--- src/hw/rtl/nhl_pkg.sv ---
`timescale 1ns / 1ps
// ----------------------------------------------------------------------------
// nhl_pkg
// Shared types and constants for the node heartbeat liveness table.
// ----------------------------------------------------------------------------
package nhl_pkg;

  localparam int MAX_NODES = 64;
  localparam int SLOT_W    = $clog2(MAX_NODES);
  localparam int CNT_W     = $clog2(MAX_NODES + 1);
  localparam int ID_W      = 32;
  localparam int IVL_W     = 16;
  localparam int TICK_W    = 32;
  localparam int PERIOD_W  = 16;
  localparam int MULT_W    = 4;
  localparam int KIND_W    = 3;
  localparam int CMD_W     = 2;
  localparam int ADDR_W    = 3;
  localparam int DATA_W    = 32;
  localparam int ALLOW_W   = MULT_W + IVL_W;

  localparam logic [PERIOD_W-1:0] SWEEP_PERIOD_RST = PERIOD_W'(100);
  localparam logic [MULT_W-1:0]   MULT_RST         = MULT_W'(5);

  localparam logic [CMD_W-1:0] CMD_CONFIG = 2'd0;
  localparam logic [CMD_W-1:0] CMD_BEAT   = 2'd1;
  localparam logic [CMD_W-1:0] CMD_DATA   = 2'd2;
  localparam logic [CMD_W-1:0] CMD_TICK   = 2'd3;

  localparam logic [KIND_W-1:0] KIND_ACK     = 3'd0;
  localparam logic [KIND_W-1:0] KIND_BEAT    = 3'd1;
  localparam logic [KIND_W-1:0] KIND_DATA    = 3'd2;
  localparam logic [KIND_W-1:0] KIND_LOST    = 3'd3;
  localparam logic [KIND_W-1:0] KIND_UNKNOWN = 3'd4;
  localparam logic [KIND_W-1:0] KIND_FULL    = 3'd5;

  localparam logic REG_SWEEP_PERIOD = 1'b0;
  localparam logic REG_TIMEOUT_MULT = 1'b1;

  typedef enum logic [2:0] {
    ST_IDLE,
    ST_LOOKUP,
    ST_RESP,
    ST_SW_RD,
    ST_SW_EV,
    ST_SW_END
  } ctrl_state_t;

  typedef struct packed {
    logic [ID_W-1:0]   node_id;
    logic [IVL_W-1:0]  interval;
    logic [TICK_W-1:0] last_beat;
    logic              lost;
  } entry_t;

  typedef struct packed {
    logic [PERIOD_W-1:0] sweep_period;
    logic [MULT_W-1:0]   timeout_multiplier;
  } cfg_t;

  typedef struct packed {
    logic [KIND_W-1:0] result_kind;
    logic [ID_W-1:0]   node_id;
    logic [SLOT_W-1:0] slot;
    logic              last;
  } res_word_t;

endpackage

--- src/hw/rtl/nhl_cfg_regs.sv ---
`timescale 1ns / 1ps
// ----------------------------------------------------------------------------
// nhl_cfg_regs
// APB-style register file: sweep period and timeout multiplier.
// ----------------------------------------------------------------------------
module nhl_cfg_regs (
  input  logic                       clk,
  input  logic                       rst_n,
  input  logic                       psel,
  input  logic                       penable,
  input  logic                       pwrite,
  input  logic [nhl_pkg::ADDR_W-1:0] paddr,
  input  logic [nhl_pkg::DATA_W-1:0] pwdata,
  output logic [nhl_pkg::DATA_W-1:0] prdata,
  output logic                       pready,
  output nhl_pkg::cfg_t              cfg
);

  logic [nhl_pkg::PERIOD_W-1:0] period_r;
  logic [nhl_pkg::MULT_W-1:0]   mult_r;
  logic                         wr_en;

  assign pready = 1'b1;
  assign wr_en  = psel & penable & pwrite;

  always_ff @(posedge clk) begin
    if (!rst_n) begin
      period_r <= nhl_pkg::SWEEP_PERIOD_RST;
      mult_r   <= nhl_pkg::MULT_RST;
    end else if (wr_en) begin
      case (paddr[2])
        nhl_pkg::REG_SWEEP_PERIOD: period_r <= pwdata[nhl_pkg::PERIOD_W-1:0];
        nhl_pkg::REG_TIMEOUT_MULT: mult_r   <= pwdata[nhl_pkg::MULT_W-1:0];
        default: ;
      endcase
    end
  end

  always_comb begin
    case (paddr[2])
      nhl_pkg::REG_SWEEP_PERIOD: prdata = nhl_pkg::DATA_W'(period_r);
      nhl_pkg::REG_TIMEOUT_MULT: prdata = nhl_pkg::DATA_W'(mult_r);
      default:                   prdata = '0;
    endcase
  end

  assign cfg.sweep_period       = period_r;
  assign cfg.timeout_multiplier = mult_r;

endmodule

--- config.mk ---
export PLATFORM = sky130hd
export DESIGN_NAME = nhl_cfg_regs
export DESIGN_NICKNAME = d
export VERILOG_FILES = /design/src/hw/rtl/nhl_pkg.sv /design/src/hw/rtl/nhl_cfg_regs.sv
export SDC_FILE = /design/constraint.sdc
export NUM_CORES = 1
export LEC_CHECK = 0
export BUFFER_PORTS_ARGS = -buffer_cell sky130_fd_sc_hd__buf_2
export CAP_MARGIN = 20
export CORE_UTILIZATION = 38
export CTS_CLUSTER_SIZE = 24
export DETAILED_ROUTE_END_ITERATION = 10
export HOLD_SLACK_MARGIN = 0.02
export PLACE_DENSITY = 0.84
export REMOVE_ABC_BUFFERS = 1
export SYNTH_ARGS = -nofsm -noshare
export SYNTH_HDL_FRONTEND = slang
export SYNTH_SLANG_ARGS = --single-unit
export TNS_END_PERCENT = 50
--- constraint.sdc ---
create_clock -name clk -period 1.2 [get_ports clk]
set_input_delay 0.24 -clock clk [delete_from_list [all_inputs] [get_ports clk]]
set_output_delay 0.24 -clock clk [all_outputs]
set_load 0.05 [all_outputs]
Yosys cells after proc, flatten, opt, wreduce, memory -nomap -nowiden:

Index checks and enable logic that the tools add are counted.

* flip-flop bits (word level): 20
* input bits: 40
* logic and storage cells: 8

* mux-type cells: 1
* bitwise gates (word level): 3
* reductions and logical operators: 2

Operators with widths (number)
* $pmux 32 s2: 1
* $reduce_and 2->1: 2
* $and 1x1->1: 2
* $not 1->1: 1

Longest topological paths before layout:

* word-level depth: 3
* mapped depth: 5

Worst setup path before layout:

No wires, ideal clock.

* kind: reg-to-output
* from: reg period_r[5] (netlist name)
* to: out prdata[5] (netlist name)
* arrival time: 1410 ps
* required time: 960 ps
* path slack: -450 ps
* stages on the path, launching flop included: 2
* cells stage by stage: dfxtp_1 -> nor2b_1

* cells in the longest elaborated chain, start to end: 1

Ends and longest elaborated chain
* start: declaration: line nhl_cfg_regs.sv:19 `logic [nhl_pkg::PERIOD_W-1:0] period_r;`
* start signal: assignment: line nhl_cfg_regs.sv:28 `period_r <= nhl_pkg::SWEEP_PERIOD_RST;`
* start signal: assignment: line nhl_cfg_regs.sv:32 `nhl_pkg::REG_SWEEP_PERIOD: period_r <= pwdata[nhl_pkg::PERIOD_W-1:0];`
* $pmux 32 s2: line nhl_cfg_regs.sv:40 `case (paddr[2])`
* end: declaration: line nhl_cfg_regs.sv:14 `output logic [nhl_pkg::DATA_W-1:0] prdata,`

Every way passes these cells. The select of a mux whose other input is x is not followed.

Final worst setup path:

* from: reg mult_r[3] (netlist name)
* to: out prdata[3] (netlist name)

* cells in the longest elaborated chain, start to end: 1

Ends and longest elaborated chain
* start: declaration: line nhl_cfg_regs.sv:20 `logic [nhl_pkg::MULT_W-1:0] mult_r;`
* start signal: assignment: line nhl_cfg_regs.sv:29 `mult_r <= nhl_pkg::MULT_RST;`
* start signal: assignment: line nhl_cfg_regs.sv:33 `nhl_pkg::REG_TIMEOUT_MULT: mult_r <= pwdata[nhl_pkg::MULT_W-1:0];`
* $pmux 32 s2: line nhl_cfg_regs.sv:40

Every way passes these cells. The select of a mux whose other input is x is not followed.

==> flow_summary.json <==
{
  "status": "complete, but fails checks",
  "violations": "setup timing",
  "slew_viol_final": 0,
  "start_util": 0.399,
  "place_congestion": 0.643,
  "cts_tree": "built",
  "ys_warn_count": 0,
  "p_switching_uw": 496,
  "reg2regPathDepth": 3,
  "post_synth_instance_area_mm2": 0.00110,
  "startpoint_type": "register",
  "synth_cell_types": 14,
  "synth_top_area_frac": 0.364,
  "cpMaxStageDelayCell": "dfxtp_2",
  "p_int_uw": 990,
  "final_cell_mix": "buf_2 (35), nand2_1 (28), mux2i_1 (20), dfxtp_2 (19)",
  "post-dp-hpwl_mm": 1.44,
  "finalHoldViolCount": 0,
  "holdWs_ps": 173,
  "ant_nets": 0,
  "core_area_mm2": 0.00276,
  "period_needed_ps": 1290,
  "syn_avg_cell_area_um2": 9.03,
  "final_nets": 222,
  "cts_root_buf": "clkbuf_4",
  "holdBufCountCts": 0,
  "p_seq_frac": 0.465,
  "grt_max_degree": 38,
  "worst-path-stages": 2,
  "leakagePower_nw": 0.783,
  "ir_drop_mv": 0.893,
  "maxCapViolations": 0,
  "worstPathMaxFanout": 3,
  "power_frac_comb": 0.286,
  "power_mw": 1.49,
  "netSwitchingFraction": 0.334,
  "min_period_over_period": 1.08,
  "arrival_ps": 1050,
  "netlist.top_cell.by_area": "dfxtp_1",
  "drtIter0Drc": 14,
  "grt.overflow.total": 0,
  "viasPerCell": 4.51,
  "drt-total-wl_mm": 2.46,
  "fmax_ghz": 0.775,
  "wl_per_cell_um": 11.6,
  "layout_commonest_cell": "buf_2",
  "critPathTopFamily": "flip-flops",
  "path_buf_inv": 1,
  "cts_max_path_buffers": 2,
  "grt.total_usage": 0.147,
  "worstHoldPathType": "in -> reg",
  "finalWorstSetupSlack_ps": -90.9,
  "drtPass1Iterations": 4,
  "die_h_um": 55.8,
  "crit_path_start": "mult_r[3]",
  "htreeDepth": 1,
  "timing.rr.start": "period_r[2]",
  "place_inst": 203,
  "cts_sinks": 20,
  "yosys-top-cells-area": "dfxtp_1 (36%), mux2i_1 (18%), buf_4 (12%)",
  "ys_seq_area_frac": 0.364,
  "drc": 0,
  "drive_above_1_share": 0.569,
  "skew_ps": 0,
  "final_cells": 212,
  "numCtsBuffers": 3,
  "finalSetupTns_ps": -379,
  "crit_type": "reg -> out",
  "rsz0062_at_grt": "true",
  "die_w_um": 55.8,
  "boundaryPins": 93,
  "antenna_found_initial": 0,
  "cts.reportedPaths.clkPinSlew_ps": 100,
  "portBuffers": 57,
  "whs_path_depth": 3,
  "r2r_slack_ps": 450,
  "grt_pass1_wl_mm": 3.66,
  "syn_to_final_growth_pct": 49.4,
  "clockPowerShare": 0.249,
  "ys_seq_elements": 20,
  "crit_required_ps": 960,
  "critPathCapture": "prdata[3]",
  "path_cells": "mux2_2, buf_6",
  "clock_latency_ps": 290,
  "r2r-end": "period_r[2]",
  "vias": 957,
  "max_stage_delay_ps": 340,
  "setup_viol": 7,
  "syn_inst": 122,
  "grt_pass1_vias": 833,
  "power_density_mw_per_mm2": 903,
  "num_rows": 19,
  "diodes": 0,
  "die_area_mm2": 0.00312,
  "fin_util": 0.597,
  "endpoint_kind": "output pin"
}
==> layout make-up <==
| type | instances | area, um2 |
|---|---|---|
| Clock buffer | 4 | 36.3 |
| Sequential cell | 20 | 424 |
| Fill cell | 242 | 1110 |
| Multi-Input combinational cell | 92 | 642 |
| Timing Repair Buffer | 65 | 504 |
| Tap cell | 31 | 38.8 |
==> kinds of logic (layout without fill, tap and decap cells) <==
group / Yosys count / in the layout / share of synthesized area
mux: 24 / 24 / 0.223
buf+inv: 25 / 69 / 0.173
other cells: 2 / 17 / 0.00682
simple gates: 51 / 51 / 0.234
flops: 20 / 20 / 0.364
==> through the flow <==
step | setup slack, ps | instance area, um2
after floorplan | -450 | 967
after global placement | -172 | 1340
after detailed placement | -169 | 1340
after CTS | -106 | 1530
after global routing | -139 | 1650
final | -90.9 | 1650
==> power by group through the flow <==
stage	sequential [mW]	clock, mW	combinational, mW
floorplan	0.754	0	0.218
global placement	0.702	0	0.369
detailed placement	0.703	0	0.371
CTS	0.690	0.391	0.400
global route	0.694	0.421	0.447
finish	0.691	0.370	0.426
==> state kept, by name, indices dropped and copies added, names as in the netlist <==
register / count
mult_r: 4
period_r: 16
==> how the worst min path moves through the flow <==
stage	from	to	slack, ps
3_5_place_dp	period_r[10]	period_r[10]	460
3_3_place_gp	period_r[4]	period_r[4]	450
5_1_grt	pwdata[14]	period_r[14]	150
6_report	pwdata[11]	period_r[11]	170
2_1_floorplan	pwdata[0]	period_r[0]	380
4_1_cts	pwdata[11]	period_r[11]	160
==> cell usage after synthesis <==
cell and n:
clkbuf_1 4, and4b_1 1, nor2b_1 19, nand2_1 28
conb_1 2, buf_12 1, mux2i_1 20, dfxtp_1 20
and2b_2 2, nand4_1 1, buf_6 2, buf_2 1
buf_4 17, mux2_2 4
==> layer usage <==
layer,GRT usage,up-vias,part of all wire
met5,0,-,0
met4,0.0105,0,0
met3,0.0558,0,0.056
met2,0.291,41,0.57
met1,0.151,444,0.37
li1,-,472,-
==> timing repair <==
item / in CTS / in global routing
gates resized for setup: 50 / 33
pin swaps: 0 / 0
endpoints found under the setup margin: 17 / 27
buffers inserted: 3 / 2
==> worst min-delay path: stages <==
cell and delay (ps):
buf_2 90, nand2_1 40, mux2i_1 50
Power figures use the tool's default switching activity.
