$ cat src/hw/rtl/nhl_pkg.sv
`timescale 1ns / 1ps
// ----------------------------------------------------------------------------
// nhl_pkg
// Shared types and constants for the node heartbeat liveness table.
// ----------------------------------------------------------------------------
package nhl_pkg;

  localparam int MAX_NODES = 64;
  localparam int SLOT_W    = $clog2(MAX_NODES);
  localparam int CNT_W     = $clog2(MAX_NODES + 1);
  localparam int ID_W      = 32;
  localparam int IVL_W     = 16;
  localparam int TICK_W    = 32;
  localparam int PERIOD_W  = 16;
  localparam int MULT_W    = 4;
  localparam int KIND_W    = 3;
  localparam int CMD_W     = 2;
  localparam int ADDR_W    = 3;
  localparam int DATA_W    = 32;
  localparam int ALLOW_W   = MULT_W + IVL_W;

  localparam logic [PERIOD_W-1:0] SWEEP_PERIOD_RST = PERIOD_W'(100);
  localparam logic [MULT_W-1:0]   MULT_RST         = MULT_W'(5);

  localparam logic [CMD_W-1:0] CMD_CONFIG = 2'd0;
  localparam logic [CMD_W-1:0] CMD_BEAT   = 2'd1;
  localparam logic [CMD_W-1:0] CMD_DATA   = 2'd2;
  localparam logic [CMD_W-1:0] CMD_TICK   = 2'd3;

  localparam logic [KIND_W-1:0] KIND_ACK     = 3'd0;
  localparam logic [KIND_W-1:0] KIND_BEAT    = 3'd1;
  localparam logic [KIND_W-1:0] KIND_DATA    = 3'd2;
  localparam logic [KIND_W-1:0] KIND_LOST    = 3'd3;
  localparam logic [KIND_W-1:0] KIND_UNKNOWN = 3'd4;
  localparam logic [KIND_W-1:0] KIND_FULL    = 3'd5;

  localparam logic REG_SWEEP_PERIOD = 1'b0;
  localparam logic REG_TIMEOUT_MULT = 1'b1;

  typedef enum logic [2:0] {
    ST_IDLE,
    ST_LOOKUP,
    ST_RESP,
    ST_SW_RD,
    ST_SW_EV,
    ST_SW_END
  } ctrl_state_t;

  typedef struct packed {
    logic [ID_W-1:0]   node_id;
    logic [IVL_W-1:0]  interval;
    logic [TICK_W-1:0] last_beat;
    logic              lost;
  } entry_t;

  typedef struct packed {
    logic [PERIOD_W-1:0] sweep_period;
    logic [MULT_W-1:0]   timeout_multiplier;
  } cfg_t;

  typedef struct packed {
    logic [KIND_W-1:0] result_kind;
    logic [ID_W-1:0]   node_id;
    logic [SLOT_W-1:0] slot;
    logic              last;
  } res_word_t;

endpackage

$ cat src/hw/rtl/nhl_ifs.sv
`timescale 1ns / 1ps
// ----------------------------------------------------------------------------
// nhl_ifs
// Valid/ready channels for input words and result words.
// ----------------------------------------------------------------------------
interface nhl_in_if;
  logic                       valid;
  logic                       ready;
  logic [nhl_pkg::CMD_W-1:0]  cmd;
  logic [nhl_pkg::ID_W-1:0]   node_id;
  logic [nhl_pkg::IVL_W-1:0]  interval;

  modport source (output valid, output cmd, output node_id, output interval, input ready);
  modport sink   (input valid, input cmd, input node_id, input interval, output ready);
endinterface


$ cat src/hw/rtl/nhl_ctrl.sv
`timescale 1ns / 1ps
// ----------------------------------------------------------------------------
// nhl_ctrl
// Sequencer: table lookup, entry update, tick clock and timeout sweep.
// ----------------------------------------------------------------------------
module nhl_ctrl (
  input  logic                        clk,
  input  logic                        rst_n,
  input  nhl_pkg::cfg_t               cfg,
  nhl_in_if.sink                      in_ch,
  output logic                        ram_we,
  output logic [nhl_pkg::SLOT_W-1:0]  ram_waddr,
  output nhl_pkg::entry_t             ram_wdata,
  output logic                        ram_re,
  output logic [nhl_pkg::SLOT_W-1:0]  ram_raddr,
  input  nhl_pkg::entry_t             ram_rdata,
  input  logic                        out_free,
  output logic                        push,
  output nhl_pkg::res_word_t          push_word
);

  nhl_pkg::ctrl_state_t state_r, state_nxt;

  logic [nhl_pkg::CNT_W-1:0]    fill_r, fill_nxt;
  logic [nhl_pkg::TICK_W-1:0]   now_r, now_nxt;
  logic [nhl_pkg::PERIOD_W-1:0] cd_r, cd_nxt;
  logic                         dvld_r, dvld_nxt;
  logic                         pend_valid_r, pend_valid_nxt;

  logic [nhl_pkg::CMD_W-1:0]    cmd_r, cmd_nxt;
  logic [nhl_pkg::ID_W-1:0]     id_r, id_nxt;
  logic [nhl_pkg::IVL_W-1:0]    ivl_r, ivl_nxt;
  logic [nhl_pkg::CNT_W-1:0]    idx_r, idx_nxt;
  logic [nhl_pkg::SLOT_W-1:0]   dslot_r, dslot_nxt;
  logic [nhl_pkg::KIND_W-1:0]   kind_r, kind_nxt;
  logic [nhl_pkg::SLOT_W-1:0]   rslot_r, rslot_nxt;
  logic [nhl_pkg::ID_W-1:0]     pend_id_r, pend_id_nxt;
  logic [nhl_pkg::SLOT_W-1:0]   pend_slot_r, pend_slot_nxt;

  logic [nhl_pkg::PERIOD_W-1:0] cd_load;
  logic [nhl_pkg::ALLOW_W-1:0]  allowed;
  logic [nhl_pkg::TICK_W-1:0]   silence;
  logic                         timed_out;
  logic                         hit;

  assign allowed   = nhl_pkg::ALLOW_W'(cfg.timeout_multiplier)
                   * nhl_pkg::ALLOW_W'(ram_rdata.interval);
  assign silence   = now_r - ram_rdata.last_beat;
  assign timed_out = ~ram_rdata.lost & (silence > nhl_pkg::TICK_W'(allowed));
  assign hit       = dvld_r & (ram_rdata.node_id == id_r);
  assign cd_load   = (cd_r != '0) ? cd_r :
                     ((cfg.sweep_period != '0) ? cfg.sweep_period : nhl_pkg::PERIOD_W'(1));

  assign in_ch.ready = (state_r == nhl_pkg::ST_IDLE);

  always_comb begin
    state_nxt      = state_r;
    fill_nxt       = fill_r;
    now_nxt        = now_r;
    cd_nxt         = cd_r;
    dvld_nxt       = dvld_r;
    pend_valid_nxt = pend_valid_r;
    cmd_nxt        = cmd_r;
    id_nxt         = id_r;
    ivl_nxt        = ivl_r;
    idx_nxt        = idx_r;
    dslot_nxt      = dslot_r;
    kind_nxt       = kind_r;
    rslot_nxt      = rslot_r;
    pend_id_nxt    = pend_id_r;
    pend_slot_nxt  = pend_slot_r;
    ram_we         = 1'b0;
    ram_waddr      = dslot_r;
    ram_wdata      = '{node_id: id_r, interval: ivl_r, last_beat: now_r, lost: 1'b0};
    ram_re         = 1'b0;
    ram_raddr      = idx_r[nhl_pkg::SLOT_W-1:0];
    push           = 1'b0;
    push_word      = '{result_kind: kind_r, node_id: id_r, slot: rslot_r, last: 1'b1};

    case (state_r)
      nhl_pkg::ST_IDLE: begin
        if (in_ch.valid) begin
          cmd_nxt = in_ch.cmd;
          id_nxt  = in_ch.node_id;
          ivl_nxt = in_ch.interval;
          idx_nxt = '0;
          if (in_ch.cmd == nhl_pkg::CMD_TICK) begin
            now_nxt = now_r + nhl_pkg::TICK_W'(1);
            cd_nxt  = cd_load - nhl_pkg::PERIOD_W'(1);
            if (cd_nxt == '0 && fill_r != '0) begin
              pend_valid_nxt = 1'b0;
              state_nxt      = nhl_pkg::ST_SW_RD;
            end
          end else begin
            dvld_nxt  = 1'b0;
            state_nxt = nhl_pkg::ST_LOOKUP;
          end
        end
      end

      nhl_pkg::ST_LOOKUP: begin
        if (hit) begin
          rslot_nxt = dslot_r;
          state_nxt = nhl_pkg::ST_RESP;
          case (cmd_r)
            nhl_pkg::CMD_CONFIG: begin
              ram_we   = 1'b1;
              kind_nxt = nhl_pkg::KIND_ACK;
            end
            nhl_pkg::CMD_BEAT: begin
              ram_we             = 1'b1;
              ram_wdata.interval = ram_rdata.interval;
              kind_nxt           = nhl_pkg::KIND_BEAT;
            end
            default: kind_nxt = nhl_pkg::KIND_DATA;
          endcase
        end else if (!dvld_r && idx_r >= fill_r) begin
          state_nxt = nhl_pkg::ST_RESP;
          rslot_nxt = '0;
          if (cmd_r == nhl_pkg::CMD_CONFIG) begin
            if (fill_r == nhl_pkg::CNT_W'(nhl_pkg::MAX_NODES)) begin
              kind_nxt = nhl_pkg::KIND_FULL;
            end else begin
              ram_we    = 1'b1;
              ram_waddr = fill_r[nhl_pkg::SLOT_W-1:0];
              fill_nxt  = fill_r + nhl_pkg::CNT_W'(1);
              rslot_nxt = fill_r[nhl_pkg::SLOT_W-1:0];
              kind_nxt  = nhl_pkg::KIND_ACK;
            end
          end else begin
            kind_nxt = nhl_pkg::KIND_UNKNOWN;
          end
        end else if (idx_r < fill_r) begin
          ram_re    = 1'b1;
          dvld_nxt  = 1'b1;
          dslot_nxt = idx_r[nhl_pkg::SLOT_W-1:0];
          idx_nxt   = idx_r + nhl_pkg::CNT_W'(1);
        end else begin
          dvld_nxt = 1'b0;
        end
      end

      nhl_pkg::ST_RESP: begin
        if (out_free) begin
          push      = 1'b1;
          state_nxt = nhl_pkg::ST_IDLE;
        end
      end

      nhl_pkg::ST_SW_RD: begin
        if (idx_r < fill_r) begin
          ram_re    = 1'b1;
          dslot_nxt = idx_r[nhl_pkg::SLOT_W-1:0];
          idx_nxt   = idx_r + nhl_pkg::CNT_W'(1);
          state_nxt = nhl_pkg::ST_SW_EV;
        end else begin
          state_nxt = nhl_pkg::ST_SW_END;
        end
      end

      nhl_pkg::ST_SW_EV: begin
        if (!timed_out) begin
          state_nxt = nhl_pkg::ST_SW_RD;
        end else if (!pend_valid_r || out_free) begin
          push      = pend_valid_r;
          push_word = '{result_kind: nhl_pkg::KIND_LOST, node_id: pend_id_r,
                        slot: pend_slot_r, last: 1'b0};
          pend_valid_nxt = 1'b1;
          pend_id_nxt    = ram_rdata.node_id;
          pend_slot_nxt  = dslot_r;
          ram_we         = 1'b1;
          ram_wdata      = ram_rdata;
          ram_wdata.lost = 1'b1;
          state_nxt      = nhl_pkg::ST_SW_RD;
        end
      end

      nhl_pkg::ST_SW_END: begin
        push_word = '{result_kind: nhl_pkg::KIND_LOST, node_id: pend_id_r,
                      slot: pend_slot_r, last: 1'b1};
        if (!pend_valid_r) begin
          state_nxt = nhl_pkg::ST_IDLE;
        end else if (out_free) begin
          push           = 1'b1;
          pend_valid_nxt = 1'b0;
          state_nxt      = nhl_pkg::ST_IDLE;
        end
      end

      default: state_nxt = nhl_pkg::ST_IDLE;
    endcase
  end

  always_ff @(posedge clk) begin
    if (!rst_n) begin
      state_r      <= nhl_pkg::ST_IDLE;
      fill_r       <= '0;
      now_r        <= '0;
      cd_r         <= '0;
      dvld_r       <= 1'b0;
      pend_valid_r <= 1'b0;
    end else begin
      state_r      <= state_nxt;
      fill_r       <= fill_nxt;
      now_r        <= now_nxt;
      cd_r         <= cd_nxt;
      dvld_r       <= dvld_nxt;
      pend_valid_r <= pend_valid_nxt;
    end
  end

  always_ff @(posedge clk) begin
    cmd_r       <= cmd_nxt;
    id_r        <= id_nxt;
    ivl_r       <= ivl_nxt;
    idx_r       <= idx_nxt;
    dslot_r     <= dslot_nxt;
    kind_r      <= kind_nxt;
    rslot_r     <= rslot_nxt;
    pend_id_r   <= pend_id_nxt;
    pend_slot_r <= pend_slot_nxt;
  end

endmodule

$ cat src/flat_wrapper.sv
// flat-port wrapper written by rule: the top's interface ports become plain ports
module nhl_ctrl_flat 
  (clk, rst_n, cfg, ram_we, ram_waddr, ram_wdata, ram_re, ram_raddr, ram_rdata, out_free, push, push_word, in_ch_valid, in_ch_cmd, in_ch_node_id, in_ch_interval, in_ch_ready);
  nhl_in_if in_ch_i ();
  input  logic clk;
  input  logic rst_n;
  input  nhl_pkg::cfg_t cfg;
  output logic ram_we;
  output logic [nhl_pkg::SLOT_W-1:0] ram_waddr;
  output nhl_pkg::entry_t ram_wdata;
  output logic ram_re;
  output logic [nhl_pkg::SLOT_W-1:0] ram_raddr;
  input  nhl_pkg::entry_t ram_rdata;
  input  logic out_free;
  output logic push;
  output nhl_pkg::res_word_t push_word;
  input wire logic [$bits(in_ch_i.valid)-1:0] in_ch_valid;
  input wire logic [$bits(in_ch_i.cmd)-1:0] in_ch_cmd;
  input wire logic [$bits(in_ch_i.node_id)-1:0] in_ch_node_id;
  input wire logic [$bits(in_ch_i.interval)-1:0] in_ch_interval;
  output wire logic [$bits(in_ch_i.ready)-1:0] in_ch_ready;
  assign in_ch_i.valid = in_ch_valid;
  assign in_ch_i.cmd = in_ch_cmd;
  assign in_ch_i.node_id = in_ch_node_id;
  assign in_ch_i.interval = in_ch_interval;
  assign in_ch_ready = in_ch_i.ready;
  nhl_ctrl u_core (.clk(clk), .rst_n(rst_n), .cfg(cfg), .in_ch(in_ch_i), .ram_we(ram_we), .ram_waddr(ram_waddr), .ram_wdata(ram_wdata), .ram_re(ram_re), .ram_raddr(ram_raddr), .ram_rdata(ram_rdata), .out_free(out_free), .push(push), .push_word(push_word));
endmodule
$ cat config.mk
export PLATFORM = sky130hd
export DESIGN_NAME = nhl_ctrl_flat
export DESIGN_NICKNAME = d
export VERILOG_FILES = /design/src/hw/rtl/nhl_pkg.sv /design/src/hw/rtl/nhl_ifs.sv /design/src/hw/rtl/nhl_ctrl.sv /design/src/flat_wrapper.sv
export SDC_FILE = /design/constraint.sdc
export NUM_CORES = 1
export LEC_CHECK = 0
export BUFFER_PORTS_ARGS = -buffer_cell sky130_fd_sc_hd__buf_2
export CAP_MARGIN = 20
export CELL_PAD_IN_SITES_DETAIL_PLACEMENT = 1
export CELL_PAD_IN_SITES_GLOBAL_PLACEMENT = 2
export CORE_MARGIN = 3
export CORE_UTILIZATION = 31
export CTS_BUF_LIST = sky130_fd_sc_hd__clkbuf_4 sky130_fd_sc_hd__clkbuf_8
export DETAILED_ROUTE_END_ITERATION = 8
export PLACE_DENSITY_LB_ADDON = 0.1
export SKIP_LAST_GASP = 1
export SLEW_MARGIN = 20
export SYNTH_ARGS = -nofsm -noshare
export SYNTH_HDL_FRONTEND = slang
export SYNTH_SLANG_ARGS = --single-unit
$ cat constraint.sdc
create_clock -name clk -period 8.95 [get_ports clk]
set_input_delay 0.4475 -clock clk [delete_from_list [all_inputs] [get_ports clk]]
set_output_delay 0.4475 -clock clk [all_outputs]
set_load 0.05 [all_outputs]
[Word-level counts from Yosys, hierarchy flattened]
Index checks and enable logic that the tools add are counted.
Storage, ports and cells
  register bits after elaboration: 170
  latch bits: 0
  RAM bits: 0
  bits in read-only memories: 0
  input bits: 155
  output and inout bits: 139
  word-level logic and storage cells: 152
  memories kept: 0
Cells by class
  add/sub/neg operators: 5
  $mul: 1
  divide/modulo/power cells: 0
  order comparisons: 3
  equal/unequal tests: 20
  shift-type cells: 0
  muxes and demuxes: 76
  bitwise logic cells: 5
  reduce and logical (&&, ||, !) cells: 27
Operators by type and width (count)
  2-to-1 mux 81 bit: 2
  2-to-1 mux 42 bit: 2
  one-hot mux 42 bit (2 select lines): 1
  2-to-1 mux 6 bit: 12
  2-to-1 mux 16 bit: 4
  2-to-1 mux 3 bit: 13
  2-to-1 mux 33 bit: 1
  adder 32 x 1 -> 32 bit (second input constant): 1
  == test 32 bit: 1
  > comparator 32 x 20 -> 1 bit: 1
  2-to-1 mux 32 bit: 1
  one-hot mux 16 bit (2 select lines): 1
  nonzero test 16 bit: 2
  subtractor 32 bit: 1
  2-to-1 mux 7 bit: 4
  2-to-1 mux 1 bit: 26
  one-hot mux 7 bit (3 select lines): 1
  multiplier 4 x 16 -> 20 bit: 1
  one-hot mux 3 bit (6 select lines): 1
  zero test 16 bit: 1
  subtractor 16 x 1 -> 16 bit (second input constant): 1
  adder 7 x 1 -> 7 bit (second input constant): 2
  one-hot mux 6 bit (2 select lines): 1
  AND reduction 5 bit: 2
  30 further kinds: 54

[Logic depth before layout (Yosys ltp)]
  word-level depth: 10
  depth in mapped cells: 31
  mapped depth without buffers: 27

[Worst setup path after synthesis]
Ideal clock, no wire load.
  path kind: reg-to-reg
  from: register u_core.state_r[2]
  to: register u_core.now_r[27] in the netlist's numbering
  setup time: 0.076 ns
  arrival time: 8.202 ns
  required time: 8.874 ns
  path slack: 0.672 ns
  cell stages (with the launch flop): 11
  path buffers: 1
  period minus slack after synthesis: 8.278 ns
  path through: dfxtp_1 -> clkbuf_1 -> nor4b_1 -> nand2_1 -> nor3_1 -> nand2_1 -> nor2_1 -> and2_1 -> nand2_1 -> or3_1 -> a21boi_0
Between the ends
  word-level cells in the longest chain between the ends: 2
Ends and longest elaborated chain
  start, declared: RTL line nhl_ctrl.sv:22  | nhl_pkg::ctrl_state_t state_r, state_nxt;
  start signal, assigned: RTL line nhl_ctrl.sv:196  | state_r <= nhl_pkg::ST_IDLE;
  start signal, assigned: RTL line nhl_ctrl.sv:203  | state_r <= state_nxt;
  zero test 3 bit: RTL line nhl_ctrl.sv:80  | case (state_r)
  AND reduction 3 bit (no source line)
  end signal, assigned: RTL line nhl_ctrl.sv:205  | now_r <= now_nxt;
  end, declared: RTL line nhl_ctrl.sv:25  | logic [nhl_pkg::TICK_W-1:0] now_r, now_nxt;
Every way passes these cells.
A chain may end at the register's enable or synchronous reset.

==> metrics.yaml <==
hpwl_um: 37730
arrival_ns: 7.86
finalMaxSlewViolations: 0
cts_setup_buffers: 0
insertion_delay_ns: 0.56
viasPerCell: 5.053
setup_viol: 0
synth_compound_area_share_pct: 13.14
area_growth_pct: 20.74
firstDrtPassIters: 4
yosysMostFrequentCell: "inv_1"
synthSimpleGateAreaFrac_pct: 19.25
clock_sinks: 170
p_leak_uw: 0.007184
io_pins: 294
relSlewSlack_pct: 28.17
final_cells: 2372
portBuffers: 293
ys.flop_type: "edfxtp_1"
fin_tns_setup_ns: 0
status: "finished, final reports clean"
drive_gt1_share_pct: 26.89
worst_hold_path_type: "in -> reg"
synthMuxAreaShare_pct: 9.922
hold_viol_final: 0
grt_antenna_before_repair: 5
grt_overflow: 0
synthDistinctLibCells: 74
holdPathStages: 1
die_w_um: 215.9
netlist_top_cells_count: "120 x inv_1, 115 x mux2_2, 111 x nand2_1"
grt_util_all_layers_pct: 20.34
drc_errors: 0
cp_slowest_cell: "fa_1"
synth_seq_area_share_pct: 32.98
fin_crit_sh_pct: 92.82
die_y_um: 215.9
cts_max_path_buffers: 2
crit_fanout: 41
vdd_ir_drop_max_mv: 0.1920
synthAdderAreaFrac_pct: 12.31
utilization_pct: 38.11
grt_pass1_wl_um: 73950
start_util_pct: 31.56
cts_made_buffers: 17
cts_tree: "done"
skew_ns: 0.01982
routed_wl_um: 47190
syn_area_um2: 13660
reg2reg_depth: 24
place_congestion: 0.8689
synth_cells: 1474
avgSynthCellArea_um2: 9.265
ant_nets: 0
tightest_slew_ns: 1.077
dp.cells: 2314
fin_nets: 2044
async_flop_share_pct: 0
power_density_nw_per_um2: 209.6
synth-warning-count: 0
htree_levels: 4
yosys.area.top_type: "edfxtp_1"
synth.area.top_cells: "edfxtp_1 24%, mux2_2 9.5%, dfxtp_1 8.8%"
synth_edf_count: 110
clk_transition_reported_paths_ns: 0.10
synth_top_family_by_area: "simple AND/OR/NAND/NOR gates"
max_cap_violations: 0
synth_top_area_share_pct: 24.19
synth_xor_area_share_pct: 7.311
endpoint_kind: "output port"
power_uw: 3456
design.core.area_um2: 43270
syn_nets: 1746
grt_pass1_vias: 12960
grt_setup_unrepaired: "false"
dieArea_um2: 46610
max_freq_mhz: 120.4
cp-start-kind: "input pin"
worstPathRequired_ns: 8.50
slowest_delay_ns: 0.53
synth_seq_cells: 170
rows: 76
fin_crit_ns: 8.308
cts_root_buf: "clkbuf_8"
grt_max_degree: 61
drt_iter0_drc: 459
path_class: "in -> out"
wl_per_cell_um: 19.89
vias: 11990
-- metrics by stage --
step           area [um^2]  hold slack, ns  worst slack, ns
2_1_floorplan        13660          0.4438           0.6725
3_3_place_gp         15800          0.4769           0.5758
3_5_place_dp         15800          0.4673           0.2843
4_1_cts              16470       0.0002607           0.2365
5_1_grt              16490         0.01359          0.04636
6_report             16490         0.06886           0.6423
-- path summary, 6_finish.rpt --
check                               start                              end  slack (ns)
max                                cfg[3]                    push_word[29]        0.64
min                    in_ch_interval[15]       u_core.ivl_r[15]$_DFFE_PP_        0.07
max reg2reg  u_core.now_r[0]$_SDFFE_PN0P_   u_core.pend_id_r[15]$_DFFE_PP_        3.00
min reg2reg   u_core.dslot_r[4]$_DFFE_PP_  u_core.pend_slot_r[4]$_DFFE_PP_        0.50
-- registers in the layout, indices dropped and copies added (netlist names) --
| name | flops |
|---|---|
| u_core.rslot_r | 6 |
| u_core.pend_slot_r | 6 |
| u_core.idx_r | 7 |
| u_core.fill_r | 7 |
| u_core.pend_valid_r | 1 |
| u_core.cd_r | 16 |
| u_core.state_r | 3 |
| u_core.kind_r | 3 |
| u_core.dvld_r | 1 |
| u_core.dslot_r | 6 |
| u_core.pend_id_r | 32 |
| u_core.id_r | 32 |
| u_core.cmd_r | 2 |
| u_core.now_r | 32 |
| u_core.ivl_r | 16 |
-- final cells by class --
class | count | area, um^2
antenna | 2 | 5.005
clock buffer | 17 | 234.0
clock inverter | 15 | 196.4
fill | 5104 | 26780
inverter | 120 | 450.4
multi-input combinational | 1129 | 8508
sequential | 170 | 4504
tap | 585 | 732.0
timing repair buffer | 334 | 1859
-- layer usage --
layer  GRT usage (%)  wire length (um)  part of all wire (%)  vias up
li1                -                 -                     -     5861
met1           24.83             20460                    43     5869
met2           35.35             23770                    50      176
met3           3.928              1400                   3.0       74
met4           8.076              1524                   3.2        6
met5               0                32                 0.068        -
-- logic make-up after synthesis --
logic type               after synthesis
AND/OR/NAND/NOR                      501
multiplexers                         121
adder cells (fa/ha/maj)              117
XOR/XNOR                             114
flip-flops                           170
AO/OA/AOI/OAI                        276
buffers and inverters                175
-- repair_timing --
action / CTS / global route
hold endpoints to repair: 24 / 0
endpoints found under the setup margin: 0 / 124
gates resized for setup: 0 / 5
hold buffers: 24 / 0
-- layout by cell type (no fill, tap or decap), types with 29 or more instances in the layout --
cell type,count
buf_2,293
inv_1,120
mux2_2,115
nand2_1,111
edfxtp_1,110
and2_1,100
ha_1,88
a21oi_1,80
nor2_1,79
o21ai_0,65
dfxtp_1,60
xnor2_1,59
xor2_1,55
nand3_1,39
nor3_1,32
fa_1,29
-- critical path, delay by kind of cell --
family / cells / cell delay [ns]
adder cells (fa/ha/maj): 4 / 1.65
buffers and inverters: 5 / 0.77
multiplexers: 1 / 0.38
AO/OA/AOI/OAI: 14 / 3.41
AND/OR/NAND/NOR: 5 / 0.93
XOR/XNOR: 1 / 0.18
-- power breakdown --
| group | internal, uW | total, uW | switching (uW) |
|---|---|---|---|
| Clock | 241 | 619 | 378 |
| Sequential | 965 | 1070 | 107 |
| Combinational | 578 | 1760 | 1190 |
| Total | 1780 | 3460 | 1670 |
Note: power is estimated with default switching activity, not from simulation.
