`src/hw/rtl/nhl_pkg.sv`:
```
`timescale 1ns / 1ps
// ----------------------------------------------------------------------------
// nhl_pkg
// Shared types and constants for the node heartbeat liveness table.
// ----------------------------------------------------------------------------
package nhl_pkg;

  localparam int MAX_NODES = 64;
  localparam int SLOT_W    = $clog2(MAX_NODES);
  localparam int CNT_W     = $clog2(MAX_NODES + 1);
  localparam int ID_W      = 32;
  localparam int IVL_W     = 16;
  localparam int TICK_W    = 32;
  localparam int PERIOD_W  = 16;
  localparam int MULT_W    = 4;
  localparam int KIND_W    = 3;
  localparam int CMD_W     = 2;
  localparam int ADDR_W    = 3;
  localparam int DATA_W    = 32;
  localparam int ALLOW_W   = MULT_W + IVL_W;

  localparam logic [PERIOD_W-1:0] SWEEP_PERIOD_RST = PERIOD_W'(100);
  localparam logic [MULT_W-1:0]   MULT_RST         = MULT_W'(5);

  localparam logic [CMD_W-1:0] CMD_CONFIG = 2'd0;
  localparam logic [CMD_W-1:0] CMD_BEAT   = 2'd1;
  localparam logic [CMD_W-1:0] CMD_DATA   = 2'd2;
  localparam logic [CMD_W-1:0] CMD_TICK   = 2'd3;

  localparam logic [KIND_W-1:0] KIND_ACK     = 3'd0;
  localparam logic [KIND_W-1:0] KIND_BEAT    = 3'd1;
  localparam logic [KIND_W-1:0] KIND_DATA    = 3'd2;
  localparam logic [KIND_W-1:0] KIND_LOST    = 3'd3;
  localparam logic [KIND_W-1:0] KIND_UNKNOWN = 3'd4;
  localparam logic [KIND_W-1:0] KIND_FULL    = 3'd5;

  localparam logic REG_SWEEP_PERIOD = 1'b0;
  localparam logic REG_TIMEOUT_MULT = 1'b1;

  typedef enum logic [2:0] {
    ST_IDLE,
    ST_LOOKUP,
    ST_RESP,
    ST_SW_RD,
    ST_SW_EV,
    ST_SW_END
  } ctrl_state_t;

  typedef struct packed {
    logic [ID_W-1:0]   node_id;
    logic [IVL_W-1:0]  interval;
    logic [TICK_W-1:0] last_beat;
    logic              lost;
  } entry_t;

  typedef struct packed {
    logic [PERIOD_W-1:0] sweep_period;
    logic [MULT_W-1:0]   timeout_multiplier;
  } cfg_t;

  typedef struct packed {
    logic [KIND_W-1:0] result_kind;
    logic [ID_W-1:0]   node_id;
    logic [SLOT_W-1:0] slot;
    logic              last;
  } res_word_t;

endpackage

```
`src/hw/rtl/nhl_ifs.sv`:
```


interface nhl_out_if;
  logic                       valid;
  logic                       ready;
  logic [nhl_pkg::KIND_W-1:0] result_kind;
  logic [nhl_pkg::ID_W-1:0]   node_id_out;
  logic [nhl_pkg::SLOT_W-1:0] slot;
  logic                       last_of_run;

  modport source (output valid, output result_kind, output node_id_out, output slot,
                  output last_of_run, input ready);
  modport sink   (input valid, input result_kind, input node_id_out, input slot,
                  input last_of_run, output ready);
endinterface

```
`src/hw/rtl/nhl_out_reg.sv`:
```
`timescale 1ns / 1ps
// ----------------------------------------------------------------------------
// nhl_out_reg
// Result output register; frees the sequencer from the receiver's stalls.
// ----------------------------------------------------------------------------
module nhl_out_reg (
  input  logic              clk,
  input  logic              rst_n,
  input  logic              push,
  input  nhl_pkg::res_word_t push_word,
  output logic              free,
  nhl_out_if.source         out_ch
);

  logic               valid_r;
  nhl_pkg::res_word_t word_r;

  assign free = ~valid_r | out_ch.ready;

  always_ff @(posedge clk) begin
    if (!rst_n) begin
      valid_r <= 1'b0;
    end else if (push) begin
      valid_r <= 1'b1;
    end else if (out_ch.ready) begin
      valid_r <= 1'b0;
    end
  end

  always_ff @(posedge clk) begin
    if (push) begin
      word_r <= push_word;
    end
  end

  assign out_ch.valid       = valid_r;
  assign out_ch.result_kind = word_r.result_kind;
  assign out_ch.node_id_out = word_r.node_id;
  assign out_ch.slot        = word_r.slot;
  assign out_ch.last_of_run = word_r.last;

endmodule

```
`src/flat_wrapper.sv`:
```
// flat-port wrapper written by rule: the top's interface ports become plain ports
module nhl_out_reg_flat 
  (clk, rst_n, push, push_word, free, out_ch_valid, out_ch_result_kind, out_ch_node_id_out, out_ch_slot, out_ch_last_of_run, out_ch_ready);
  nhl_out_if out_ch_i ();
  input  logic clk;
  input  logic rst_n;
  input  logic push;
  input  nhl_pkg::res_word_t push_word;
  output logic free;
  output wire logic [$bits(out_ch_i.valid)-1:0] out_ch_valid;
  output wire logic [$bits(out_ch_i.result_kind)-1:0] out_ch_result_kind;
  output wire logic [$bits(out_ch_i.node_id_out)-1:0] out_ch_node_id_out;
  output wire logic [$bits(out_ch_i.slot)-1:0] out_ch_slot;
  output wire logic [$bits(out_ch_i.last_of_run)-1:0] out_ch_last_of_run;
  input wire logic [$bits(out_ch_i.ready)-1:0] out_ch_ready;
  assign out_ch_valid = out_ch_i.valid;
  assign out_ch_result_kind = out_ch_i.result_kind;
  assign out_ch_node_id_out = out_ch_i.node_id_out;
  assign out_ch_slot = out_ch_i.slot;
  assign out_ch_last_of_run = out_ch_i.last_of_run;
  assign out_ch_i.ready = out_ch_ready;
  nhl_out_reg u_core (.clk(clk), .rst_n(rst_n), .push(push), .push_word(push_word), .free(free), .out_ch(out_ch_i));
endmodule
```
`config.mk`:
```
export PLATFORM = sky130hd
export DESIGN_NAME = nhl_out_reg_flat
export DESIGN_NICKNAME = d
export VERILOG_FILES = /design/src/hw/rtl/nhl_pkg.sv /design/src/hw/rtl/nhl_ifs.sv /design/src/hw/rtl/nhl_out_reg.sv /design/src/flat_wrapper.sv
export SDC_FILE = /design/constraint.sdc
export NUM_CORES = 1
export LEC_CHECK = 0
export ABC_AREA = 1
export BUFFER_PORTS_ARGS = -buffer_cell sky130_fd_sc_hd__buf_2
export CAP_MARGIN = 20
export CORE_AREA = 4 4 66 68
export CTS_CLUSTER_DIAMETER = 150
export DETAILED_ROUTE_END_ITERATION = 8
export DIE_AREA = 0 0 70 72
export GPL_ROUTABILITY_DRIVEN = 0
export PLACE_DENSITY = 0.8
export SETUP_SLACK_MARGIN = 0.1
export SLEW_MARGIN = 20
export SYNTH_ARGS = -nofsm -noshare
export SYNTH_HDL_FRONTEND = slang
export SYNTH_SLANG_ARGS = --single-unit
```
`constraint.sdc`:
```
create_clock -name clk -period 0.8 [get_ports clk]
set_input_delay 0.16 -clock clk [delete_from_list [all_inputs] [get_ports clk]]
set_output_delay 0.16 -clock clk [all_outputs]
set_load 0.02 [all_outputs]
```
=== Word level (Yosys, flattened, before mapping) ===
Cells that the tools add are included.

* Input port bits: 46
* Flip-flop bits (word level): 43
* Logic and storage cells: 10
* Output and inout bits: 44

* Bitwise operators: 2
* Reduce and logical (&&, ||, !) cells: 1
* Mux-type cells: 2

{| class="wikitable"
|+ Operator list
! operator !! number
|-
| $mux W1 || 2
|-
| $reduce_bool A2 Y1 || 1
|-
| $not A1 Y1 || 1
|-
| $or A1 B1 Y1 || 1
|}

=== Longest topological paths before layout ===
Gate-level depths: netlist of run 1.

* Depth in word-level cells: 2
* Depth in mapped cells: 3
* Depth with buffers taken out: 3

=== Worst setup path after synthesis of run 1 ===
OpenSTA, ideal clock, no wires.

* Kind: reg-to-reg
* From: reg, netlist name u_core.out_ch.valid
* To: reg u_core.valid_r, in the netlist u_core.out_ch.valid
* Period minus slack after synthesis: 772 ps
* Setup time: 66 ps
* Stages on the path, launching flop included: 3
* Data arrival time: 706 ps
* Path slack: 28 ps
* Buffers on the path: 0
* Path through: dfxtp_1 > nand2_2 > a21oi_2

{| class="wikitable"
|+ RTL lines
! element !! line !! text
|-
| end signal: assignment || nhl_out_reg.sv:22 || <nowiki>valid_r <= 1'b0;</nowiki>
|-
| end signal: assignment || nhl_out_reg.sv:24 || <nowiki>valid_r <= 1'b1;</nowiki>
|-
| end signal: assignment || nhl_out_reg.sv:26 || <nowiki>valid_r <= 1'b0;</nowiki>
|-
| end: declaration || nhl_out_reg.sv:15 || <nowiki>logic valid_r;</nowiki>
|}

=== Worst setup path after layout of run 1 ===
* From: reg u_core.valid_r, in the netlist u_core.out_ch.valid
* To: out free

* Longest elaborated chain between the ends: 2

{| class="wikitable"
|+ RTL lines
! element !! line !! text
|-
| $not A1 Y1 || nhl_out_reg.sv:18 || <nowiki>assign free = ~valid_r | out_ch.ready;</nowiki>
|-
| $or A1 B1 Y1 || nhl_out_reg.sv:18 ||
|-
| end: declaration || flat_wrapper.sv:9 || <nowiki>output logic free;</nowiki>
|}

Every way passes these cells.

==> impl_metrics.sql, run 1 <==
INSERT INTO impl_metrics (metric_group, metric, value, unit) VALUES
('pwr', 'fin_total_pwr', '5330', 'uW'),
('timing', 'max-slew-margin-rel', '88.1', '%'),
('place', 'postPlaceCellArea', '1880', 'um^2'),
('global_routing', 'grt_pass1_vias', '808', ''),
('clock_tree', 'numCtsBuffers', '5', ''),
('synth', 'synth_xor_xnor_area_share', '0', '%'),
('critical_path', 'worstSetupStartpointType', 'register', ''),
('timing', 'final-setup-viol-count', '44', ''),
('detailed_routing', 'vias', '805', ''),
('detailed_routing', 'post-route-drc-count', '0', ''),
('hold_path', 'hold-path-cell-count', '1', ''),
('synth', 'synth.avg_cell_area', '27.2', 'um^2'),
('synth', 'postSynthRegisterBits', '43', ''),
('hold_path', 'hold_class', 'in2reg', ''),
('clock_tree', 'clock_tree.htree_level_count', '2', ''),
('critical_path', 'critical_path_buf_inv_count', '1', ''),
('timing', 'worst_clock_skew', '0', 'ns'),
('critical_path', 'worstPathCellList', 'nand2_4 -> buf_6', ''),
('critical_path', 'required', '0.64', 'ns'),
('clock_tree', 'post_cts_hold_buffer_count', '0', ''),
('timing', 'report.final.hold_viol_count', '0', ''),
('global_routing', 'grt_start_max_net_pins', '15', ''),
('cells_and_area', 'number_of_nets_in_the_final_layout', '194', ''),
('pwr', 'p_leak', '0.000940', 'uW'),
('critical_path', 'category_of_the_most_critical_setup_path', 'reg2out', ''),
('global_routing', 'antenna_violations_before_repair', '0', ''),
('timing', 'max_slew.worst_pin.slew', '0.179', 'ns'),
('detailed_routing', 'final_antenna_net_count', '0', ''),
('critical_path', 'worstRegToRegCells', '3', ''),
('die', 'num_ports', '90', ''),
('timing', 'max_clock_freq', '1.01', 'GHz'),
('die', 'die_w', '70', 'um'),
('detailed_routing', 'dr.first_iter.drc_count', '13', ''),
('die', 'dieArea', '5040', 'um^2'),
('die', 'fp.coreArea', '3860', 'um^2'),
('run', 'maxCapViolCount', '0', ''),
('timing', 'layout_worst_path_cycle_share', '124', '%'),
('synth', 'synth_compound_gate_area_share', '0.670', '%'),
('synth', 'synth_cells', '48', ''),
('timing', 'grt_setup_unrepaired', 'yes', ''),
('critical_path', 'slowest_delay', '0.36', 'ns'),
('place', 'detailed_place_hpwl', '2090', 'um'),
('detailed_routing', 'drt-pass1-iter-count', '4', ''),
('timing', 'final.setup.worst_slack', '-0.189', 'ns'),
('cells_and_area', 'diodes', '0', ''),
('critical_path', 'setup.worst_path.start', 'u_core.out_ch.valid$_SDFFE_PN0P_', ''),
('synth', 'syn_area', '1310', 'um^2'),
('detailed_routing', 'route.detailed.vias_per_inst', '4.05', ''),
('pwr', 'ir_worst_vdd', '1.30', 'mV'),
('clock_tree', 'cts_tree', 'built', ''),
('pwr', 'power_per_cell_area', '2470', 'nW/um^2'),
('clock_tree', 'clock_path_buffers', '2', ''),
('status', 'violations', 'setup timing', ''),
('global_routing', 'wire_length_of_the_first_global_routing_pass', '3940', 'um'),
('timing', 'period_needed', '0.989', 'ns'),
('synth', 'main_combinational_cell_family_by_area_after_synthesis', 'buffers and inverters', ''),
('detailed_routing', 'detail_route.wirelength', '2630', 'um'),
('hold_path', 'origin_of_the_worst_min_delay_path', 'push_word[38]', ''),
('place', 'place.port_buffers', '89', ''),
('cells_and_area', 'fillerInstances', '336', ''),
('critical_path', 'crit_arrival', '0.83', 'ns'),
('die', 'initial_core_util', '33.9', '%'),
('global_routing', 'grt_util_all_layers', '10.6', '%'),
('global_routing', 'grt_overflow', '0', ''),
('cells_and_area', 'drive_gt1_share', '69.1', '%'),
('status', 'status', 'finished with violations', ''),
('cells_and_area', 'final_design_area_no_fill', '2160', 'um^2'),
('synth', 'syn_nets', '94', ''),
('hold_path', 'timing.hold.worst_endpoint', 'u_core.out_ch.node_id_out[31]$_DFFE_PP_', ''),
('synth', 'yosys.area_share.simple', '0.478', '%'),
('synth', 'synth.area.mux_share', '0', '%');
-- cell usage in the layout, fill, tap and decap left out, drive strengths merged --
cell    Yosys  routed
dfxtp       1       1
bufinv      0       2
clkbuf      0       6
edfxtp     42      42
a21oi       1       1
inv         3       3
nand2       1       1
buf         0      93
-- repair_timing --
item                       4_1_cts  5_1_grt
setup endpoints to repair       44       44
buffers inserted                 0        1
pin swaps                        1        2
hold endpoints to repair         0        0
gates resized for setup         24       23
gates cloned                     0        0
-- synth_stat cells --
cell type	number	share of area, %
dfxtp_1	1	1.5
nand2_2	1	0.48
edfxtp_1	42	96
a21oi_2	1	0.67
inv_1	3	0.86
-- flip-flops by register name, summed over array words and instances, names as in the netlist --
| signal | cells |
|---|---|
| u_core.out_ch.last_of_run | 1 |
| u_core.out_ch.node_id_out | 32 |
| u_core.out_ch.result_kind | 3 |
| u_core.out_ch.slot | 6 |
| u_core.out_ch.valid | 1 |
-- power by group --
part	switching [uW]	total (uW)	internal (uW)	leakage [uW]
sequential	57.4	2720	2670	0.000420
combinational	367	690	322	0.000455
clock	670	1920	1250	0.0000654
-- worst reg2reg max path, cell delays in order (launching register included) --
cell	delay [ns]
dfxtp_2	0.36
nand2_4	0.06
buf_4	0.13
a21oi_2	0.11
-- cell type report --
type	count	area, um^2	share of cell area [%]
Clock inverter	2	60.1	2.78
Multi-Input combinational cell	2	20.0	0.927
Tap cell	50	62.6	2.90
Timing Repair Buffer	93	651	30.1
Clock buffer	6	72.6	3.36
Inverter	3	11.3	0.521
Sequential cell	43	1280	59.4
-- how the worst max path moves through the flow --
stage | end | slack [ns] | cells past startpoint
floorplan | u_core.out_ch.valid$_SDFFE_PN0P_ | 0.11 | 2
global placement | u_core.out_ch.node_id_out[13]$_DFFE_PP_ | -0.01 | 2
detailed placement | u_core.out_ch.node_id_out[23]$_DFFE_PP_ | -0.02 | 2
CTS | out_ch_node_id_out[19] | -0.22 | 1
global route | out_ch_slot[4] | -0.25 | 1
finish | free | -0.19 | 2
-- metrics by stage --
step | std cells | util (%) | setup TNS [ns] | hold WS, ns
5_1_grt | 199 | 56.0 | -9.26 | 0.0259
3_5_place_dp | 190 | 48.7 | -0.744 | 0.338
2_1_floorplan | 48 | - | 0 | 0.259
4_1_cts | 198 | 54.1 | -8.17 | 0.0303
3_3_place_gp | 190 | 48.7 | -0.456 | 0.337
6_report | 199 | 56.0 | -7.39 | 0.0455
-- per-layer routing --
metal  global-route usage (%)  part of all wire (%)  routed length, um  up-vias
li1                         -                     -                  -      384
met1                     12.8                    38                998      361
met2                     15.7                    48               1270       55
met3                     6.51                    12                321        5
met4                     3.83                   1.5                 40        0
met5                        0                     0                  0        -
-- kinds of logic (layout without fill, tap and decap cells) --
kind of cell | Yosys count | after routing
AOI/OAI and AO/OA | 1 | 1
and+or+nand+nor | 1 | 1
buffers and inverters | 3 | 104
DFF | 43 | 43
No activity file was read; power rests on OpenSTA's default activity.
==> run 2, diff against run 1 <==
RECOVER_POWER = 100   (was not set)
==> impl_metrics.sql, run 2 (same netlist as run 1, synthesis figures left out) <==
INSERT INTO impl_metrics (metric_group, metric, value, unit) VALUES
('die', 'floorplan.die.height', '72', 'um'),
('clock_tree', 'clock_tree.htree_level_count', '2', ''),
('detailed_routing', 'met2_length', '1280', 'um'),
('place', 'post-place-cells', '190', ''),
('detailed_routing', 'routed_wire_length_per_instance', '13.3', 'um'),
('clock_tree', 'post_cts_hold_buffer_count', '0', ''),
('timing', 'max_slew.worst_pin.slew', '0.344', 'ns'),
('hold_path', 'hold_class', 'in2reg', ''),
('timing', 'total_negative_setup_slacks', '-7.40', 'ns'),
('die', 'num_ports', '90', ''),
('timing', 'grt_setup_unrepaired', 'yes', ''),
('detailed_routing', 'route.detailed.vias_per_inst', '4.06', ''),
('critical_path', 'worst_path_max_delay_cell', 'dfxtp_2', ''),
('global_routing', 'antenna_violations_before_repair', '0', ''),
('critical_path', 'critical_path.reg2reg.endpoint', 'u_core.out_ch.valid$_SDFFE_PN0P_', ''),
('timing', 'layout_worst_path_cycle_share', '124', '%'),
('timing', 'max_clock_freq', '1.01', 'GHz'),
('global_routing', 'grt_util_all_layers', '10.6', '%'),
('timing', 'report.final.hold_viol_count', '0', ''),
('critical_path', 'critical-path-top-delay-family', 'flip-flops', ''),
('critical_path', 'crit_arrival', '0.83', 'ns'),
('clock_tree', 'cts_tree', 'built', ''),
('detailed_routing', 'final_antenna_net_count', '0', ''),
('detailed_routing', 'met3WireLength', '323', 'um'),
('hold_path', 'hold-path-cell-count', '1', ''),
('status', 'violations', 'setup timing', ''),
('global_routing', 'grt_overflow', '0', ''),
('global_routing', 'wire_length_of_the_first_global_routing_pass', '3940', 'um'),
('cells_and_area', 'final-instance-count-excl-fill', '199', ''),
('critical_path', 'required', '0.64', 'ns'),
('cells_and_area', 'most_common_library_cell_in_the_layout_ignoring_fill_and_taps', 'buf_2', ''),
('critical_path', 'regToRegStartpoint', 'u_core.out_ch.valid$_SDFFE_PN0P_', ''),
('cells_and_area', 'area_growth', '61.3', '%'),
('die', 'dieArea', '5040', 'um^2'),
('clock_tree', 'clock_path_buffers', '2', ''),
('timing', 'period_needed', '0.988', 'ns'),
('critical_path', 'critical_path_buf_inv_count', '1', ''),
('cells_and_area', 'number_of_nets_in_the_final_layout', '194', ''),
('global_routing', 'grt_start_max_net_pins', '15', ''),
('die', 'num_rows', '23', ''),
('detailed_routing', 'vias', '807', ''),
('timing', 'holdWs', '0.0454', 'ns'),
('cells_and_area', 'drive_gt1_share', '67.8', '%'),
('detailed_routing', 'drt-pass1-iter-count', '4', ''),
('critical_path', 'worstPathCellList', 'nand2_4 -> buf_6', ''),
('die', 'fp.coreArea', '3860', 'um^2'),
('timing', 'max-slew-margin-rel', '77.0', '%'),
('critical_path', 'crit_path_end_kind', 'output pin', ''),
('pwr', 'fin_total_pwr', '5300', 'uW'),
('detailed_routing', 'dr.first_iter.drc_count', '10', ''),
('timing', 'timing_max_transition_violations_final', '0', ''),
('detailed_routing', 'post-route-drc-count', '0', ''),
('run', 'maxCapViolCount', '0', ''),
('timing', 'final-setup-viol-count', '44', ''),
('clock_tree', 'worst_setup_hold_path_clk_slew', '0.07', 'ns'),
('clock_tree', 'cts_sinks', '43', ''),
('die', 'initial_core_util', '33.9', '%'),
('cells_and_area', 'mostFrequentLayoutCells', 'buf_2 (68), edfxtp_1 (42), buf_6 (22), clkbuf_8 (5), inv_1 (3)', ''),
('hold_path', 'timing.hold.worst_endpoint', 'u_core.out_ch.node_id_out[0]$_DFFE_PP_', ''),
('clock_tree', 'numCtsBuffers', '5', ''),
('pwr', 'ir_worst_vdd', '1.30', 'mV'),
('detailed_routing', 'uppermost_signal_routing_layer_after_detailed_routing', 'met4', ''),
('detailed_routing', 'detail_route.wirelength', '2640', 'um'),
('critical_path', 'crit_path_max_fanout', '2', ''),
('detailed_routing', 'detail_route.wirelength.met1', '990', 'um'),
('place', 'detailed_place_hpwl', '2090', 'um'),
('critical_path', 'timing.reg2reg.setup_slack', '0.07', 'ns'),
('place', 'place.port_buffers', '89', ''),
('timing', 'final.setup.worst_slack', '-0.188', 'ns'),
('critical_path', 'category_of_the_most_critical_setup_path', 'reg2out', ''),
('critical_path', 'slowest_delay', '0.36', 'ns'),
('pwr', 'power_per_cell_area', '2510', 'nW/um^2'),
('status', 'status', 'finished with violations', ''),
('clock_tree', 'clockRootBuffer', 'clkbuf_8', ''),
('hold_path', 'origin_of_the_worst_min_delay_path', 'push_word[7]', ''),
('timing', 'worst_clock_skew', '0', 'ns'),
('die', 'die_w', '70', 'um'),
('pwr', 'p_leak', '0.000921', 'uW'),
('cells_and_area', 'diodes', '0', ''),
('critical_path', 'worstRegToRegCells', '3', ''),
('global_routing', 'grt_pass1_vias', '808', ''),
('cells_and_area', 'largest_reg_flops', '32', ''),
('clock_tree', 'clock_insertion_delay_at_the_later_pin_of_the_skew_report', '0.28', 'ns'),
('critical_path', 'worstSetupStartpointType', 'register', '');
## run 2: changes by cell type in the layout (fill, tap and decap cells not counted), sizes merged
cell and change:
buf -2, clkbuf +2
## run 2: worst max-delay path by stage
stage	from	end	slack (ns)	cells after the start
2_1_floorplan	u_core.out_ch.valid$_SDFFE_PN0P_	u_core.out_ch.valid$_SDFFE_PN0P_	0.11	2
3_5_place_dp	push	u_core.out_ch.node_id_out[23]$_DFFE_PP_	-0.02	2
3_3_place_gp	push	u_core.out_ch.node_id_out[13]$_DFFE_PP_	-0.01	2
5_1_grt	u_core.out_ch.slot[4]$_DFFE_PP_	out_ch_slot[4]	-0.25	1
6_report	u_core.out_ch.valid$_SDFFE_PN0P_	free	-0.19	2
4_1_cts	u_core.out_ch.node_id_out[19]$_DFFE_PP_	out_ch_node_id_out[19]	-0.22	1
## run 2: repair_timing
item,4_1_cts,5_1_grt
setup endpoints to repair,44,44
buffers inserted,0,1
pin swaps,1,2
gates resized for setup,24,23
## run 2: final cells by class
class / instances / area (um^2)
multi-input cells: 2 / 16.3
repair buffers: 93 / 604
flip-flops and latches: 43 / 1280
well taps: 50 / 62.6
fillers: 342 / 1750
clock inverters: 2 / 60.1
clock buffers: 6 / 72.6
inverters: 3 / 11.3
## run 2: routing by layer
layer	track usage [%]	vias to the layer above
met5	0	-
li1	-	384
met3	6.51	5
met2	15.7	55
met4	3.83	0
met1	12.8	363
## run 2: through the flow
step	setup WS, ns	util [%]	area (um^2)
2_1_floorplan	0.112	-	1310
3_3_place_gp	-0.0132	48.7	1880
3_5_place_dp	-0.0201	48.7	1880
4_1_cts	-0.216	54.1	2080
5_1_grt	-0.245	54.7	2110
6_report	-0.188	54.7	2110
## run 2: worst register-to-register path: cells and delay by family (launching register included)
family                 cells  cell delay (ns)
DFF                        1             0.36
buffers and inverters      1             0.12
AOI/OAI and AO/OA          1             0.12
and+or+nand+nor            1             0.06
## run 2: report_power, final
part           internal, uW  total [uW]  leakage, uW  switching, uW
registers              2670        2730     0.000420           57.3
clock network          1250        1920    0.0000654            670
logic                   297         658     0.000436            361
total                  4210        5300     0.000921           1090
==> run 3, diff against run 2 <==
CORE_AREA = 4 4 61 63   (was 4 4 66 68)
DIE_AREA = 0 0 65 67   (was 0 0 70 72)
MAX_ROUTING_LAYER = met4   (was not set)
PLACE_DENSITY = 0.87   (was 0.8)
clock period = 1.18 ns   (was 0.8 ns; I/O delays follow)
==> impl_metrics.sql, run 3 (same netlist as run 1, synthesis figures left out) <==
INSERT INTO impl_metrics (metric_group, metric, value, unit) VALUES
('clock_tree', 'clock_path_buffers', '2', ''),
('timing', 'timing_max_transition_violations_final', '0', ''),
('detailed_routing', 'detail_route.wirelength.met1', '1010', 'um'),
('die', 'num_rows', '21', ''),
('global_routing', 'grt_overflow', '0', ''),
('global_routing', 'grt_start_max_net_pins', '34', ''),
('timing', 'max_slew.worst_pin.slew', '0.788', 'ns'),
('clock_tree', 'numCtsBuffers', '5', ''),
('critical_path', 'critical-path-top-delay-family', 'flip-flops', ''),
('detailed_routing', 'routed_wire_length_per_instance', '14.8', 'um'),
('cells_and_area', 'postLayoutCoreUtil', '62.2', '%'),
('timing', 'holdWs', '0.0658', 'ns'),
('place', 'post-place-cells', '185', ''),
('global_routing', 'grt_pass1_vias', '854', ''),
('cells_and_area', 'final-instance-count-excl-fill', '194', ''),
('pwr', 'fin_total_pwr', '2940', 'uW'),
('clock_tree', 'worst_setup_hold_path_clk_slew', '0.11', 'ns'),
('status', 'status', 'finished, final reports clean', ''),
('detailed_routing', 'met3WireLength', '324', 'um'),
('global_routing', 'grt_util_all_layers', '12.8', '%'),
('detailed_routing', 'detail_route.wirelength', '2880', 'um'),
('timing', 'max-slew-margin-rel', '47.5', '%'),
('detailed_routing', 'route.detailed.vias_per_inst', '4.23', ''),
('timing', 'max_clock_freq', '0.869', 'GHz'),
('cells_and_area', 'area_growth', '53.8', '%'),
('critical_path', 'crit_path_end_kind', 'output pin', ''),
('pwr', 'ir_worst_vdd', '0.943', 'mV'),
('clock_tree', 'clock_tree.htree_level_count', '2', ''),
('cells_and_area', 'mostFrequentLayoutCells', 'buf_2 (52), edfxtp_1 (42), buf_4 (25), buf_6 (12), clkbuf_4 (5)', ''),
('place', 'place.port_buffers', '89', ''),
('timing', 'report.final.hold_viol_count', '0', ''),
('die', 'floorplan.die.height', '67', 'um'),
('detailed_routing', 'post-route-drc-count', '0', ''),
('hold_path', 'hold_class', 'in2reg', ''),
('cells_and_area', 'diodes', '0', ''),
('critical_path', 'critical_path_buf_inv_count', '1', ''),
('global_routing', 'wire_length_of_the_first_global_routing_pass', '3800', 'um'),
('timing', 'period_needed', '1.15', 'ns'),
('timing', 'worst_clock_skew', '0', 'ns'),
('die', 'num_ports', '90', ''),
('detailed_routing', 'met2_length', '1520', 'um'),
('critical_path', 'worstPathCellList', 'buf_6', ''),
('detailed_routing', 'final_antenna_net_count', '0', ''),
('timing', 'total_negative_setup_slacks', '0', 'ns'),
('pwr', 'power_per_cell_area', '1460', 'nW/um^2'),
('die', 'initial_core_util', '40.5', '%'),
('critical_path', 'crit_path_max_fanout', '1', ''),
('die', 'die_w', '65', 'um'),
('critical_path', 'category_of_the_most_critical_setup_path', 'reg2out', ''),
('clock_tree', 'clock_insertion_delay_at_the_later_pin_of_the_skew_report', '0.33', 'ns'),
('timing', 'grt_setup_unrepaired', 'yes', ''),
('detailed_routing', 'uppermost_signal_routing_layer_after_detailed_routing', 'met4', ''),
('cells_and_area', 'drive_gt1_share', '66.2', '%'),
('detailed_routing', 'dr.first_iter.drc_count', '45', ''),
('cells_and_area', 'number_of_nets_in_the_final_layout', '193', ''),
('timing', 'layout_worst_path_cycle_share', '97.6', '%'),
('clock_tree', 'cts_tree', 'built', ''),
('clock_tree', 'clockRootBuffer', 'clkbuf_4', ''),
('clock_tree', 'cts_sinks', '43', ''),
('global_routing', 'antenna_violations_before_repair', '0', ''),
('detailed_routing', 'vias', '820', ''),
('pwr', 'p_leak', '0.000870', 'uW'),
('detailed_routing', 'drt-pass1-iter-count', '2', ''),
('critical_path', 'worst_path_max_delay_cell', 'edfxtp_1', ''),
('critical_path', 'worstSetupStartpointType', 'register', ''),
('run', 'maxCapViolCount', '0', ''),
('timing', 'final-setup-viol-count', '0', ''),
('critical_path', 'crit_arrival', '0.92', 'ns'),
('clock_tree', 'post_cts_hold_buffer_count', '0', ''),
('die', 'fp.coreArea', '3230', 'um^2'),
('cells_and_area', 'largest_reg_flops', '32', ''),
('die', 'dieArea', '4360', 'um^2'),
('cells_and_area', 'most_common_library_cell_in_the_layout_ignoring_fill_and_taps', 'buf_2', ''),
('critical_path', 'slowest_delay', '0.43', 'ns'),
('critical_path', 'required', '0.94', 'ns');
==> run 3: timing repair <==
action / CTS / global route
setup endpoints to repair: 44 / 44
resized for setup: 25 / 59
pin swaps: 0 / 1
setup buffers: 0 / 1
==> run 3: worst paths after layout <==
path / start / end / slack (ns) / depth (start not counted)
setup / recovery: u_core.out_ch.result_kind[0]$_DFFE_PP_ / out_ch_result_kind[0] / 0.03 / 1
setup reg to reg: u_core.out_ch.valid$_SDFFE_PN0P_ / u_core.out_ch.valid$_SDFFE_PN0P_ / 0.47 / 3
hold reg to reg: u_core.out_ch.valid$_SDFFE_PN0P_ / u_core.out_ch.valid$_SDFFE_PN0P_ / 0.58 / 3
hold / removal: push_word[9] / u_core.out_ch.node_id_out[2]$_DFFE_PP_ / 0.07 / 1
==> run 3: area by class of cell <==
type,count,area (um^2)
Clock inverter,2,7.51
Multi-Input combinational cell,2,15.0
Sequential cell,43,1280
Timing Repair Buffer,92,596
Clock buffer,6,41.3
Tap cell,46,57.6
Inverter,3,11.3
Fill cell,275,1220
==> run 3: power breakdown <==
part           internal [uW]  leakage (uW)  switching (uW)
sequential              1810      0.000420            38.8
clock                    221     0.0000273             420
combinational            204      0.000423             248
total                   2230      0.000870             707
==> run 3: through the flow <==
stage               instance area, um^2  setup slack, ns
global route                       2010          -0.0342
floorplan                          1310            0.364
finish                             2010           0.0287
detailed placement                 1840            0.303
global placement                   1840            0.319
CTS                                1960           0.0135
==> run 3: worst register-to-register path: cells and delay by family (launching register included) <==
| family | cells | cell delay [ns] |
|---|---|---|
| AOI/OAI and AO/OA | 1 | 0.09 |
| buffers and inverters | 1 | 0.13 |
| DFF | 1 | 0.36 |
| and+or+nand+nor | 1 | 0.07 |
==> run 3: per-layer routing <==
metal  vias to the layer above  track usage, %
li1                        385               -
met1                       369            12.7
met3                         4            5.23
met5                         -               -
met4                         0            7.92
met2                        62            20.9
